==> src/rtl/rtcc_pkg.sv <==
// Package for the RTC time register codec: transaction types, codes and
// small arithmetic helpers. No dependencies.
package rtcc_pkg;

  typedef enum logic {
    OP_DECODE = 1'b0,
    OP_ENCODE = 1'b1
  } op_e;

  typedef enum logic {
    CFG_WEEK_ONEHOT = 1'b0,
    CFG_HOUR_FLAG   = 1'b1
  } cfg_reg_e;

  localparam int unsigned CfgDataW = 1;

  typedef struct packed {
    op_e        operation;
    logic [7:0] in_second;
    logic [7:0] in_minute;
    logic [7:0] in_hour;
    logic [7:0] in_weekday;
    logic [7:0] in_day;
    logic [7:0] in_month;
    logic [7:0] in_year;
  } rtcc_in_t;

  typedef struct packed {
    logic [7:0] out_second;
    logic [7:0] out_minute;
    logic [7:0] out_hour;
    logic [7:0] out_weekday;
    logic [7:0] out_day;
    logic [7:0] out_month;
    logic [7:0] out_year;
  } rtcc_out_t;

  // Positions of the six BCD-coded fields inside the pipeline arrays.
  localparam int unsigned NumBcd  = 6;
  localparam int unsigned F_SEC   = 0;
  localparam int unsigned F_MIN   = 1;
  localparam int unsigned F_HOUR  = 2;
  localparam int unsigned F_DAY   = 3;
  localparam int unsigned F_MONTH = 4;
  localparam int unsigned F_YEAR  = 5;

  // Decode register masks.
  localparam logic [7:0] MaskSecMin  = 8'h7F;
  localparam logic [7:0] MaskHourDay = 8'h3F;
  localparam logic [7:0] MaskMonth   = 8'h1F;
  localparam logic [7:0] MaskYear    = 8'hFF;

  localparam logic [7:0]  HourFlagBit = 8'h80;
  localparam logic [11:0] YearBase    = 12'd2000;
  localparam logic [2:0]  Saturday    = 3'd6;

  // Tens nibble times ten plus units nibble; nibbles above nine are taken as is.
  function automatic logic [7:0] bcd_to_bin(input logic [7:0] b);
    logic [7:0] tens;
    tens = {4'b0, b[7:4]};
    return (tens << 3) + (tens << 1) + {4'b0, b[3:0]};
  endfunction

  // Quotient by ten through the reciprocal 205/2048, exact for all 8-bit values.
  function automatic logic [4:0] div10(input logic [7:0] v);
    logic [15:0] p;
    p = 16'(v) * 16'd205;
    return p[15:11];
  endfunction

endpackage

==> src/rtl/rtc_time_register_codec.sv <==
// Top level of the RTC time register codec: a three-stage pipeline that
// converts a seven-byte BCD register image to binary time and back.
// Depends on rtcc_pkg.

// The block takes one transaction per clock cycle on the input channel
// whenever in_ready_o is high, which a stalled output side can hold low; the
// three register stages (BCD unpack and divide-by-ten, BCD pack and Zeller
// month/year terms, Zeller sum with modulo-seven fold) lie between acceptance
// and result; a stalled output holds the pipeline without losing or repeating
// anything. Operation DECODE masks each register byte, unpacks BCD and reads
// the weekday register as one-hot or three-bit binary; when the weekday
// register holds no valid code, the weekday is computed by Zeller's
// congruence for year 2000+yy. Operation ENCODE packs binary fields into BCD,
// computes the weekday by Zeller and encodes it in the selected form; the hour
// flag option sets bit 7 of the hour byte. Configuration writes take effect at
// once and must only be issued while no transaction is in flight.
module rtc_time_register_codec (
  input  logic                         clk_i,
  input  logic                         rst_ni,
  input  logic                         cfg_we_i,
  input  rtcc_pkg::cfg_reg_e           cfg_idx_i,
  input  logic [rtcc_pkg::CfgDataW-1:0] cfg_wdata_i,
  input  logic                         in_valid_i,
  output logic                         in_ready_o,
  input  rtcc_pkg::rtcc_in_t           in_data_i,
  output logic                         out_valid_o,
  input  logic                         out_ready_i,
  output rtcc_pkg::rtcc_out_t          out_data_o
);
  import rtcc_pkg::*;

  // Configuration registers.
  logic week_onehot_q, hour_flag_q;

  always_ff @(posedge clk_i or negedge rst_ni) begin
    if (!rst_ni) begin
      week_onehot_q <= 1'b0;
      hour_flag_q   <= 1'b0;
    end else if (cfg_we_i) begin
      unique case (cfg_idx_i)
        CFG_WEEK_ONEHOT: week_onehot_q <= cfg_wdata_i[0];
        CFG_HOUR_FLAG:   hour_flag_q   <= cfg_wdata_i[0];
        default:         ;
      endcase
    end
  end

  // Stage enables: a stage loads when it is empty or its content moves on.
  logic s1_valid_q, s2_valid_q, s3_valid_q;
  logic en1, en2, en3;

  assign en3        = !s3_valid_q || out_ready_i;
  assign en2        = !s2_valid_q || en3;
  assign en1        = !s1_valid_q || en2;
  assign in_ready_o = en1;

  always_ff @(posedge clk_i or negedge rst_ni) begin
    if (!rst_ni) begin
      s1_valid_q <= 1'b0;
      s2_valid_q <= 1'b0;
      s3_valid_q <= 1'b0;
    end else begin
      if (en1) s1_valid_q <= in_valid_i;
      if (en2) s2_valid_q <= s1_valid_q;
      if (en3) s3_valid_q <= s2_valid_q;
    end
  end

  // ---------------------------------------------------------------------
  // Stage 1: mask and unpack BCD for decode, divide by ten for encode, and
  // check the weekday register.
  // ---------------------------------------------------------------------
  logic [7:0] raw   [NumBcd];
  logic [7:0] mask  [NumBcd];
  logic [7:0] s1_val_d [NumBcd];
  logic [4:0] s1_quo_d [NumBcd];
  logic       s1_wk_ok_d;
  logic [2:0] s1_wk_idx_d;

  logic [7:0] s1_val_q [NumBcd];
  logic [4:0] s1_quo_q [NumBcd];
  op_e        s1_op_q;
  logic       s1_wk_ok_q;
  logic [2:0] s1_wk_idx_q;

  logic [6:0] wk_bits;

  always_comb begin
    raw[F_SEC]    = in_data_i.in_second;
    raw[F_MIN]    = in_data_i.in_minute;
    raw[F_HOUR]   = in_data_i.in_hour;
    raw[F_DAY]    = in_data_i.in_day;
    raw[F_MONTH]  = in_data_i.in_month;
    raw[F_YEAR]   = in_data_i.in_year;
    mask[F_SEC]   = MaskSecMin;
    mask[F_MIN]   = MaskSecMin;
    mask[F_HOUR]  = MaskHourDay;
    mask[F_DAY]   = MaskHourDay;
    mask[F_MONTH] = MaskMonth;
    mask[F_YEAR]  = MaskYear;
    for (int i = 0; i < NumBcd; i++) begin
      s1_val_d[i] = (in_data_i.operation == OP_DECODE) ? bcd_to_bin(raw[i] & mask[i])
                                                       : raw[i];
      s1_quo_d[i] = div10(raw[i]);
    end
  end

  // The one-hot form needs exactly one of bits 0 to 6; the binary form
  // rejects only the code seven.
  assign wk_bits = in_data_i.in_weekday[6:0];

  always_comb begin
    s1_wk_idx_d = '0;
    s1_wk_ok_d  = 1'b0;
    if (week_onehot_q) begin
      s1_wk_ok_d = (wk_bits != 7'd0) && ((wk_bits & (wk_bits - 7'd1)) == 7'd0);
      for (int i = 0; i < 7; i++) begin
        if (wk_bits[i]) s1_wk_idx_d = s1_wk_idx_d | 3'(i);
      end
    end else begin
      s1_wk_idx_d = in_data_i.in_weekday[2:0];
      s1_wk_ok_d  = (in_data_i.in_weekday[2:0] != 3'd7);
    end
  end

  always_ff @(posedge clk_i) begin
    if (en1) begin
      s1_op_q     <= in_data_i.operation;
      s1_val_q    <= s1_val_d;
      s1_quo_q    <= s1_quo_d;
      s1_wk_ok_q  <= s1_wk_ok_d;
      s1_wk_idx_q <= s1_wk_idx_d;
    end
  end

  // ---------------------------------------------------------------------
  // Stage 2: pack BCD bytes for encode, and form the Zeller month term and
  // year term. Months 0 to 2 count as months 12 to 14 of the year before.
  // ---------------------------------------------------------------------
  logic [7:0]  s2_res_d [NumBcd];
  logic [7:0]  rem8;
  logic        borrow;
  logic [7:0]  m_eff;
  logic [8:0]  m_plus;
  logic [24:0] m_prod;
  logic [11:0] year_full;
  logic        ge2100, ge2200;
  logic [11:0] s2_yterm_d;

  logic [7:0]  s2_res_q [NumBcd];
  op_e         s2_op_q;
  logic        s2_wk_ok_q;
  logic [2:0]  s2_wk_idx_q;
  logic [7:0]  s2_day_q;
  logic [9:0]  s2_mterm_q;
  logic [11:0] s2_yterm_q;

  always_comb begin
    for (int i = 0; i < NumBcd; i++) begin
      rem8 = s1_val_q[i] - ({3'b0, s1_quo_q[i]} << 3) - ({3'b0, s1_quo_q[i]} << 1);
      s2_res_d[i] = (s1_op_q == OP_ENCODE) ? {s1_quo_q[i][3:0], rem8[3:0]}
                                           : s1_val_q[i];
    end
  end

  // floor(13 * (m + 1) / 5) as one multiply by 13 * 3277 / 16384.
  assign borrow = (s1_val_q[F_MONTH] < 8'd3);
  assign m_eff  = borrow ? s1_val_q[F_MONTH] + 8'd12 : s1_val_q[F_MONTH];
  assign m_plus = {1'b0, m_eff} + 9'd1;
  assign m_prod = 25'(m_plus) * 25'd42601;

  // The year lies between 1999 and 2255, so the century and 400-year
  // corrections reduce to a pair of compares.
  assign year_full  = YearBase + {4'b0, s1_val_q[F_YEAR]} - {11'b0, borrow};
  assign ge2100     = (year_full >= 12'd2100);
  assign ge2200     = (year_full >= 12'd2200);
  assign s2_yterm_d = year_full + (year_full >> 2) - 12'd15
                      - {11'b0, ge2100} - {11'b0, ge2200};

  always_ff @(posedge clk_i) begin
    if (en2) begin
      s2_op_q     <= s1_op_q;
      s2_res_q    <= s2_res_d;
      s2_wk_ok_q  <= s1_wk_ok_q;
      s2_wk_idx_q <= s1_wk_idx_q;
      s2_day_q    <= s1_val_q[F_DAY];
      s2_mterm_q  <= m_prod[23:14];
      s2_yterm_q  <= s2_yterm_d;
    end
  end

  // ---------------------------------------------------------------------
  // Stage 3: Zeller sum, modulo seven by folding octal digits (eight is one
  // modulo seven), weekday selection and the output register.
  // ---------------------------------------------------------------------
  logic [11:0] z_sum;
  logic [4:0]  fold1;
  logic [3:0]  fold2;
  logic [2:0]  z_h;
  logic [2:0]  z_wday;
  logic [7:0]  wday_byte;
  logic [7:0]  hour_byte;
  rtcc_out_t   out_d, out_q;

  assign z_sum  = s2_yterm_q + {2'b0, s2_mterm_q} + {4'b0, s2_day_q};
  assign fold1  = {2'b0, z_sum[2:0]} + {2'b0, z_sum[5:3]}
                  + {2'b0, z_sum[8:6]} + {2'b0, z_sum[11:9]};
  assign fold2  = {1'b0, fold1[2:0]} + {2'b0, fold1[4:3]};
  assign z_h    = (fold2 >= 4'd7) ? 3'(fold2 - 4'd7) : fold2[2:0];
  // Zeller counts from Saturday; shift so that Sunday is zero.
  assign z_wday = (z_h == 3'd0) ? Saturday : z_h - 3'd1;

  always_comb begin
    if (s2_op_q == OP_ENCODE) begin
      wday_byte = week_onehot_q ? (8'd1 << z_wday) : {5'b0, z_wday};
      hour_byte = s2_res_q[F_HOUR] | (hour_flag_q ? HourFlagBit : 8'h00);
    end else begin
      wday_byte = s2_wk_ok_q ? {5'b0, s2_wk_idx_q} : {5'b0, z_wday};
      hour_byte = s2_res_q[F_HOUR];
    end
    out_d.out_second  = s2_res_q[F_SEC];
    out_d.out_minute  = s2_res_q[F_MIN];
    out_d.out_hour    = hour_byte;
    out_d.out_weekday = wday_byte;
    out_d.out_day     = s2_res_q[F_DAY];
    out_d.out_month   = s2_res_q[F_MONTH];
    out_d.out_year    = s2_res_q[F_YEAR];
  end

  always_ff @(posedge clk_i) begin
    if (en3) begin
      out_q <= out_d;
    end
  end

  assign out_valid_o = s3_valid_q;
  assign out_data_o  = out_q;

endmodule

==> config.mk <==
export PLATFORM = sky130hd
export DESIGN_NAME = rtc_time_register_codec
export DESIGN_NICKNAME = d
export VERILOG_FILES = /design/src/rtl/rtcc_pkg.sv /design/src/rtl/rtc_time_register_codec.sv
export SDC_FILE = /design/constraint.sdc
export NUM_CORES = 1
export LEC_CHECK = 0
export ABC_CLOCK_PERIOD_IN_PS = 17650
export BUFFER_PORTS_ARGS = -buffer_cell sky130_fd_sc_hd__buf_2
export CORE_UTILIZATION = 25
export DETAILED_ROUTE_END_ITERATION = 7
export PLACE_DENSITY_LB_ADDON = 0.05
export SLEW_MARGIN = 20
export SYNTH_ARGS = -nofsm -noshare
export SYNTH_HDL_FRONTEND = slang
export SYNTH_SLANG_ARGS = --single-unit
==> constraint.sdc <==
create_clock -name clk_i -period 17.65 [get_ports clk_i]
set_clock_uncertainty 0.2 [all_clocks]
set_input_delay 1.765 -clock clk_i [delete_from_list [all_inputs] [get_ports clk_i]]
set_output_delay 1.765 -clock clk_i [all_outputs]
set_load 0.02 [all_outputs]
# [After elaboration in Yosys (flattened, before gate mapping)]
# Index checks and enable logic that the tools add are counted.
[op_classes] muxes=28 addsub=41 n_shift=1 div=0 n_reduce_logical=12 mul=7 bitwise_logic=3 order_cmp=4 eq_ne=1
[ops] op="$mux 8" count=17
[ops] op="$mul 8x8->15 const B" count=6
[ops] op="$sub 4x4->4" count=12
[ops] op="$sub 12x1->12" count=3
[ops] op="$add 6x4->7" count=4
[ops] op="$add 12x10->12" count=2
[ops] op="$ge 12x12->1 const B" count=2
[ops] op="$mul 9x16->24 const B" count=1
[ops] op="$mux 3" count=7
[ops] op="$add 7x4->8" count=2
[ops] op="$add 11x8->12 const A" count=1
[ops] op="$add 12x8->12" count=1
[ops] op="$add 5x3->6" count=2
[ops] op="$sub 12x4->12 const B" count=1
[ops] op="$add 8x1->9 const B" count=1
[ops] op="$add 7x5->8" count=1
[ops] op="$add 8x4->8" count=1
[ops] op="$add 8x4->8 const B" count=1
[ops] op="$lt 8x2->1 const B" count=1
[ops] op="$or 8x8->8" count=1
[ops] op="$shl 1x3->8 const A" count=1
[ops] op="$and 7x7->7" count=1
[ops] op="$logic_not 7->1" count=1
[ops] op="$reduce_bool 7->1" count=1
[ops] op="19 further kinds" count=26
[totals] mem_bits_ro=0 mem_bits_rw=0 regBits=221 input_bits=64 memories=0 wordCells=136 output_inout_bits=58 latchBits=0

# [Logic depth before layout (Yosys ltp)]
# Gate-level depths: netlist of the first run.
[depth] ltp_word=13 ltp_mapped=32 mapped_depth_nobuf=32

# [Least setup slack after synthesis of the first run]
# No wires, ideal clock.
[synth_timing] path_type="reg-to-reg" startpoint="register s2_day_q[2]" endpoint="register out_q, in the netlist out_data_o[25] (data pin)" synth_period_minus_slack_ns=6.870 arrival_time_ns=6.405 setup_time_ns=0.265 n_path_buf=1 path_slack_ns=10.780 t_required_ns=17.185 stages_incl_launch_ff=27 path_cell_list="edfxtp_1 > fa_1 > ha_1 > a21o_1 > a21oi_1 > nand2b_1 > a21boi_0 > o41ai_1 > xor2_1 > fa_1 > fa_1 > inv_1 > fa_1 > xor2_1 > ha_1 > fa_1 > ha_1 > a22oi_1 > xnor2_1 > inv_1 > ha_1 > ha_1 > clkbuf_1 > a31oi_1 > a21oi_1 > nand2_1 > o21ai_0"
[synth_rtl] item="from (decl)" line_no="rtc_time_register_codec.sv:154" source="logic [7:0] s2_day_q;"
[synth_rtl] item="from (signal assigned)" line_no="rtc_time_register_codec.sv:186" source="s2_day_q <= s1_val_q[F_DAY];"
[synth_rtl] item="to (signal assigned)" line_no="rtc_time_register_codec.sv:232" source="out_q <= out_d;"
[synth_rtl] item="to (decl)" line_no="rtc_time_register_codec.sv:203" source="rtcc_out_t out_d, out_q;"

==> results of run 1 <==
[sequential cells by signal, summed over array words and instances (netlist names)]
register,count
s2_op_q,1
s2_valid_q,1
s1_quo_q,24
out_data_o,56
hour_flag_q,1
s1_valid_q,1
s2_day_q,8
s1_val_q,48
s2_res_q,8
s1_op_q,1
s2_mterm_q,10
s2_wk_ok_q,1
s2_yterm_q,12
out_valid_o,1
out_d,40
s1_wk_ok_q,1
week_onehot_q,1
s1_wk_idx_q,3
s2_wk_idx_q,3
[layout by cell type, fill, tap and decap left out, types with 58 or more instances in the layout]
cell	count
edfxtp_1	216
ha_1	397
a21oi_1	58
buf_2	120
xnor2_1	100
o21ai_0	59
nand2_1	59
fa_1	120
inv_1	358
nor2_1	66
[metal layers]
metal  track usage  up-vias
li1              -     6236
met1        0.1506     5849
met2        0.1962      105
met3       0.01309       34
met4       0.02160        0
met5             0        -
[stage by stage]
stage                     cell area [um^2]    util
after floorplan                      19530       -
after global placement               21430  0.2770
after detailed placement             21430  0.2770
after CTS                            22310  0.2885
after global routing                 22310  0.2885
final                                22310  0.2885
[cell type report]
type | count | area (um^2) | share of cell area
Clock buffer | 35 | 726.9 | 0.03259
Timing Repair Buffer | 126 | 645.6 | 0.02894
Sequential cell | 221 | 6611 | 0.2964
Multi-Input combinational cell | 1144 | 11520 | 0.5165
Tap cell | 1040 | 1301 | 0.05833
Clock inverter | 17 | 156.4 | 0.007011
Inverter | 358 | 1344 | 0.06024
[kinds of logic (layout without fill, tap and decap cells)]
kind of cell,count (synthesis),after routing,share of synthesized area
adder cells (fa/ha/maj),517,517,0.3773
buffers and inverters,374,536,0.07188
AO/OA/AOI/OAI,212,212,0.06893
flip-flops,221,221,0.3385
multiplexers,47,47,0.02646
XOR/XNOR,118,118,0.05291
AND/OR/NAND/NOR,250,250,0.06400
[worst max path at each step]
stage / startpoint / to / slack, ns
2_1_floorplan: s2_day_q[2] / out_data_o[25] / 10.78
3_3_place_gp: s2_day_q[2] / out_data_o[25] / 10.07
3_5_place_dp: s2_day_q[2] / out_data_o[25] / 10.03
4_1_cts: s2_day_q[2] / out_data_o[25] / 10.02
5_1_grt: s2_day_q[2] / out_data_o[25] / 9.66
6_report: s2_day_q[2] / out_data_o[25] / 10.08
[worst max-delay path, delay by kind of cell (launching register included)]
family | cells | cell delay (ns)
simple gates | 3 | 0.43
fa+ha+maj | 10 | 3.64
compound gates | 8 | 1.65
xor+xnor | 3 | 0.71
flops | 1 | 0.42
buf+inv | 2 | 0.25
==> metrics, run 1 <==
status completed; first-pass GRT wire length 70.28 mm; antenna violations before repair 0; kind of end point of the critical path flip-flop; max incr delay on CP 0.59 ns; Die Y 281.5 um; WL met2 21.53 mm; Layout Cells excl Fill 2,941; Buffers on Ports 120; synthesized instance count 1,739; CP max FO 6; hold depth 0; Syn Nets 2,320; post-route ant nets 0; WL met3 1.097 mm; RD Place Congestion 0.7448; crit path DAT 7.70 ns; largest net degree at the start of global routing 66; worst endpoint required time 17.78 ns; synth-to-layout area growth 14.22%; setup slack after layout 10.08 ns; Vias 12,220; CTS Hold Bufs 0; max cap viols 0; drt wl/cell 14.88 um; Yosys reg bits 221; Hold Path End out_data_o[45]; Worst R2R Setup Slack 10.08 ns; First-pass DRT Iterations 6; normalized max-slew margin 0.3605; WL final 43.77 mm; sequential area share after synthesis 0.3385; Setup CP Type flip-flop to flip-flop; Placement Setup Slack 10.03 ns; DR DRC count 0; r2r endpoint out_data_o[25]; post_cts resized 0; Final Hold Fails 0; Yosys top cell area share 0.3321; RSZ-0062 raised after global routing no; Min-Delay Path Class flip-flop to flip-flop; ranking of synthesized cells by area edfxtp_1, ha_1, fa_1; number of setup violations in the final report 0; Antenna Cells 0; Reg2Reg Depth 26; total clock sinks 221; die area 0.07925 mm^2; Worst R2R Start s2_day_q[2]; Fin Hold WS 0.1779 ns; critical path launch point type flip-flop; M1 WL 20.57 mm; Worst-Margin Slew 0.9592 ns; CTS tree yes; Synth Flop Type edfxtp_1; top-count cell post-synth ha_1; area of the core 0.07734 mm^2; Synth Cell Area 0.01953 mm^2; share of cells above drive strength 1 0.1142; syn avg cell area 11.23 um^2; Fill cells 8,181; Detailed Route Iter0 Violations 335; post-DP HPWL 35.64 mm; Period Utilization, post-route 0.4291; clk slew on worst S/H paths 0.06 ns; Top Metal Used met4; IO Pins 122; TritonCTS Buffers 28; FMAX 0.1321 GHz; hold wc startpoint out_d[45]; post-synthesis async set-or-reset flop share 0.02262; drt via density 4.156; row cnt 102; setup TNS 0 ns; Period minus WS final 7.573 ns; Commonest cells post-synth ha_1, inv_1, edfxtp_1; number of global-route vias before repair 12,770; pins over their slew limit 0; Clock Root Buffer clkbuf_16; H-tree Lvls 1; Setup Buffers After CTS 0; synth warn 0; Post-synth EDFFs 216; Initial Util 0.2525; post-synth top area cell edfxtp_1; placed instance count 2,889; count of nets after finishing 2,460; Die Width 281.5 um; slowest CP cell o41ai_1; Synth cell types 55; grt ovf 0; Overall Global Routing Usage 0.1129; Max clock buf depth 3; worst skew pair latency 0.59 ns
Power of run 1 is left out: the tool's default activity adds up to more than one toggle a clock period on the data nets, which glitch-free logic cannot reach.
==> run 2, diff against run 1 <==
Settings changed: ABC_CLOCK_PERIOD_IN_PS 17650 to 6700.
Clock period 17.65 ns to 6.7 ns, I/O delays scaled along.
==> run 2 against run 1 <==
Count of clock-buffer cells in the layout up 3. First-iteration DRC count down 5.4%. Highest routed layer unchanged. Wire length up 1.5%. Core utilization up 0.74 points. Register-to-register slack worse by 9.9 ns.
==> metrics, run 2 (synthesis results as in run 1) <==
CTS tree yes (unchanged); most frequent cells in the layout ha_1, inv_1, edfxtp_1 (unchanged); kind of end point of the critical path flip-flop (unchanged); RSZ-0062 raised after global routing yes (was no); IO Pins 122 (unchanged); post-layout util 0.2958 (was 0.2885); worst skew pair latency 0.58 ns (was 0.59 ns); status completed (unchanged); max cap viols 0 (unchanged); Fin Hold WS 0.08097 ns (was 0.1779 ns); pins over their slew limit 0 (unchanged); Top Family by Delay on Critical Path adder cells (unchanged); area of the core 0.07734 mm^2 (unchanged); Crit path buffers/inverters 5 (was 2); Die Y 281.5 um (unchanged); Overall Global Routing Usage 0.1137 (was 0.1129); number of setup violations in the final report 0 (unchanged); TritonCTS Buffers 29 (was 28); worst endpoint required time 6.82 ns (was 17.78 ns); Period minus WS final 6.530 ns (was 7.573 ns); first-pass GRT wire length 70.68 mm (was 70.28 mm); Layout Cell Area excl Fill 0.02288 mm^2 (was 0.02231 mm^2); synth-to-layout area growth 17.15% (was 14.22%); Setup CP Type flip-flop to flip-flop (unchanged); Final Hold Fails 0 (unchanged); CP max FO 2 (was 6); max FFs per register 56 (unchanged); RD Place Congestion 0.7963 (was 0.7448); Max clock buf depth 3 (unchanged); drt via density 4.153 (was 4.156); Worst-Margin Slew 1.021 ns (was 0.9592 ns); share of cells above drive strength 1 0.1488 (was 0.1142); Antenna Cells 0 (unchanged); Die Width 281.5 um (unchanged); Worst R2R Setup Slack 0.17 ns (was 10.08 ns); FMAX 0.1531 GHz (was 0.1321 GHz); drt wl/cell 14.90 um (was 14.88 um); post-route ant nets 0 (unchanged); Period Utilization, post-route 0.9746 (was 0.4291); clk slew on worst S/H paths 0.06 ns (about the same); largest net degree at the start of global routing 65 (was 66); slowest CP cell fa_1 (was o41ai_1); number of global-route vias before repair 12,890 (was 12,770); Fill cells 8,092 (was 8,181); post-DP HPWL 36.14 mm (was 35.64 mm); Vias 12,390 (was 12,220); WL final 44.42 mm (was 43.77 mm); die area 0.07925 mm^2 (unchanged); Min-Delay Path Class primary input to flip-flop (was flip-flop to flip-flop); DR DRC count 0 (unchanged); total clock sinks 221 (unchanged); H-tree Lvls 1 (unchanged); antenna violations before repair 0 (unchanged); Detailed Route Iter0 Violations 317 (was 335); critical path launch point type flip-flop (unchanged); First-pass DRT Iterations 5 (was 6); grt ovf 0 (unchanged); Initial Util 0.2525 (unchanged); normalized max-slew margin 0.3196 (was 0.3605); row cnt 102 (unchanged); count of nets after finishing 2,501 (was 2,460); most common cell after layout, fill and taps aside ha_1 (unchanged); crit path DAT 6.65 ns (was 7.70 ns); Placement Cell Area 0.02169 mm^2 (was 0.02143 mm^2); Buffers on Ports 120 (unchanged); max incr delay on CP 0.54 ns (was 0.59 ns); Clock Root Buffer clkbuf_16 (unchanged)
## run 2: changes by cell type in the layout (fill, tap and decap cells not counted), sizes merged
cell         previous run  this run
clkbuf                 35        38
bufinv                  2         5
clkinvlp                2         1
inv                   358       359
clkinv                 13         8
buf                   126       165
dlygate4sd3             0         1
## run 2: metrics by stage
step	worst slack (ns)	instances	TNS, ns
3_5_place_dp	-0.2116	2922	-1.279
3_3_place_gp	-0.1333	2922	-0.7048
2_1_floorplan	0.03545	1739	0
6_report	0.1703	2982	0
5_1_grt	-0.1820	2982	-0.8963
4_1_cts	0.01973	2979	0
## run 2: timing repair
item / in CTS / in global routing
resized for setup: 11 / 28
hold buffers: 1 / 0
setup endpoints to repair: 8 / 10
hold endpoints to repair: 5 / 0
setup buffers: 3 / 3
pin swaps: 11 / 24
## run 2: layout make-up
cell class | count | area [um^2] | area share
clock buffers | 38 | 779.5 | 0.03407
well taps | 1040 | 1301 | 0.05687
clock inverters | 15 | 224.0 | 0.009788
flip-flops and latches | 221 | 6611 | 0.2889
inverters | 358 | 1344 | 0.05873
repair buffers | 166 | 959.7 | 0.04194
multi-input cells | 1144 | 11660 | 0.5097
## run 2: path summary, 6_finish.rpt
| kind | end | startpoint | depth (start not counted) |
|---|---|---|---|
| hold / removal | s1_valid_q | in_valid_i | 2 |
| hold reg to reg | out_data_o[9] | out_d[9] | 0 |
| setup reg to reg | out_data_o[25] | s2_day_q[1] | 29 |
| setup / recovery | out_data_o[25] | s2_day_q[1] | 29 |
| min in group asynchronous | week_onehot_q | rst_ni | 2 |
| max in group asynchronous | out_valid_o | rst_ni | 2 |
## run 2: routing by layer
layer | GRT usage | vias to the layer above | routed length [um]
met2 | 0.1951 | 99 | 21420
met3 | 0.01193 | 42 | 946
met1 | 0.1535 | 5924 | 21350
met5 | 0 | - | 0
met4 | 0.02397 | 0 | 710
li1 | - | 6320 | -
Power of run 2 is left out for the same reason.
==> run 3, diff against run 2 <==
Settings changed: CORE_ASPECT_RATIO set to 1.2, CTS_CLUSTER_SIZE set to 20.
==> run 3 against run 2 <==
Wire length grew 1.8%. Global-route usage increased by 0.23 points. Core utilization up 0.20 points. Maximum frequency hardly changed. Hold slack improved by 0.019 ns. First-iteration DRC count increased by 7.9%. Non-clock buffer count increased by 2. Register-to-register slack about the same. Via count increased by 0.59%. Count of clock-buffer cells in the layout is 6 lower. Die area hardly changed. Critical endpoint unchanged.
==> metrics, run 3 (synthesis results as in run 1) <==
status completed (unchanged); antenna violations before repair 1 (was 0); crit path DAT 6.65 ns (about the same); drt wl/cell 15.28 um (was 14.90 um); number of setup violations in the final report 0 (unchanged); grt ovf 0 (unchanged); Buffers on Ports 120 (unchanged); critical path launch point type flip-flop (unchanged); IO Pins 122 (unchanged); Max clock buf depth 3 (unchanged); most frequent cells in the layout ha_1, inv_1, edfxtp_1 (unchanged); Layout Cell Area excl Fill 0.02287 mm^2 (was 0.02288 mm^2); Initial Util 0.2543 (was 0.2525); Overall Global Routing Usage 0.1160 (was 0.1137); WL final 45.20 mm (was 44.42 mm); Final Hold Fails 0 (unchanged); normalized max-slew margin 0.3541 (was 0.3196); pins over their slew limit 0 (unchanged); synth-to-layout area growth 17.11% (was 17.15%); First-pass DRT Iterations 5 (unchanged); clk slew on worst S/H paths 0.06 ns (about the same); number of global-route vias before repair 13,310 (was 12,890); FMAX 0.1532 GHz (was 0.1531 GHz); Die Y 308.2 um (was 281.5 um); Clock Root Buffer clkbuf_16 (unchanged); Top Family by Delay on Critical Path adder cells (unchanged); max incr delay on CP 0.54 ns (about the same); worst skew pair latency 0.57 ns (was 0.58 ns); first-pass GRT wire length 72.24 mm (was 70.68 mm); Min-Delay Path Class primary input to flip-flop (unchanged); H-tree Lvls 1 (unchanged); die area 0.07925 mm^2 (about the same); share of cells above drive strength 1 0.1529 (was 0.1488); DR DRC count 0 (unchanged); area of the core 0.07680 mm^2 (was 0.07734 mm^2); Fill cells 7,937 (was 8,092); setup TNS 0 ns (unchanged); post-DP HPWL 36.62 mm (was 36.14 mm); Setup CP Type flip-flop to flip-flop (unchanged); row cnt 111 (was 102); worst endpoint required time 6.82 ns (about the same); RD Place Congestion 0.7852 (was 0.7963); Worst-Margin Slew 0.9688 ns (was 1.021 ns); slowest CP cell fa_1 (unchanged); Period minus WS final 6.528 ns (was 6.530 ns); Placement Setup Slack -0.2082 ns (was -0.2116 ns); TritonCTS Buffers 28 (was 29); Period Utilization, post-route 0.9743 (was 0.9746); CTS tree yes (unchanged); RSZ-0062 raised after global routing yes (unchanged); setup slack after layout 0.1721 ns (was 0.1703 ns); most common cell after layout, fill and taps aside ha_1 (unchanged); count of nets after finishing 2,502 (was 2,501); Detailed Route Iter0 Violations 342 (was 317); post-route ant nets 0 (unchanged); drt via density 4.210 (was 4.153); kind of end point of the critical path flip-flop (unchanged); CP max FO 4 (was 2); Crit path buffers/inverters 5 (unchanged); max FFs per register 56 (unchanged); Placement Cell Area 0.02167 mm^2 (was 0.02169 mm^2); total clock sinks 221 (unchanged); max cap viols 0 (unchanged); Die Width 257.2 um (was 281.5 um); Antenna Cells 0 (unchanged); Vias 12,460 (was 12,390); largest net degree at the start of global routing 66 (was 65)
## run 3: through the flow
stage / instances / hold WS [ns] / utilization
detailed placement: 2900 / 0.2045 / 0.2822
CTS: 2954 / 0.05168 / 0.2957
global route: 2959 / 0.08507 / 0.2978
finish: 2959 / 0.09969 / 0.2978
global placement: 2900 / 0.2028 / 0.2822
floorplan: 1739 / 0.1744 / -
## run 3: what timing repair did
item | CTS | global route
resized for setup | 15 | 31
hold buffers | 1 | 0
endpoints found under the hold margin | 5 | 0
setup endpoints to repair | 9 | 10
buffers inserted | 2 | 5
pin swaps | 9 | 26
## run 3: routing by layer
metal,track usage,vias up,wire [um]
li1,-,6319,-
met1,0.1405,5956,19780
met2,0.2150,131,23270
met3,0.01364,52,1201
met4,0.03018,0,947
met5,0,-,0
## run 3: cell type report
cell class	count	area (um^2)	share of cell area
well taps	1017	1272	0.05563
inverters	358	1344	0.05875
clock buffers	32	715.7	0.03129
multi-input cells	1144	11710	0.5120
repair buffers	168	970.9	0.04245
flip-flops and latches	221	6611	0.2890
clock inverters	19	249.0	0.01089
## run 3: path summary, 6_finish.rpt
check                           cells past startpoint              to  slack (ns)          start
worst max-delay path                               30  out_data_o[25]        0.17  s2_yterm_q[1]
worst min-delay path                                2      s1_valid_q         0.1     in_valid_i
worst max register to register                     30  out_data_o[25]        0.17  s2_yterm_q[1]
worst min register to register                      0  out_data_o[47]        0.21      out_d[47]
max in group asynchronous                           2     hour_flag_q        5.93         rst_ni
min in group asynchronous                           2     out_valid_o        0.24         rst_ni
Power of run 3 is left out for the same reason.
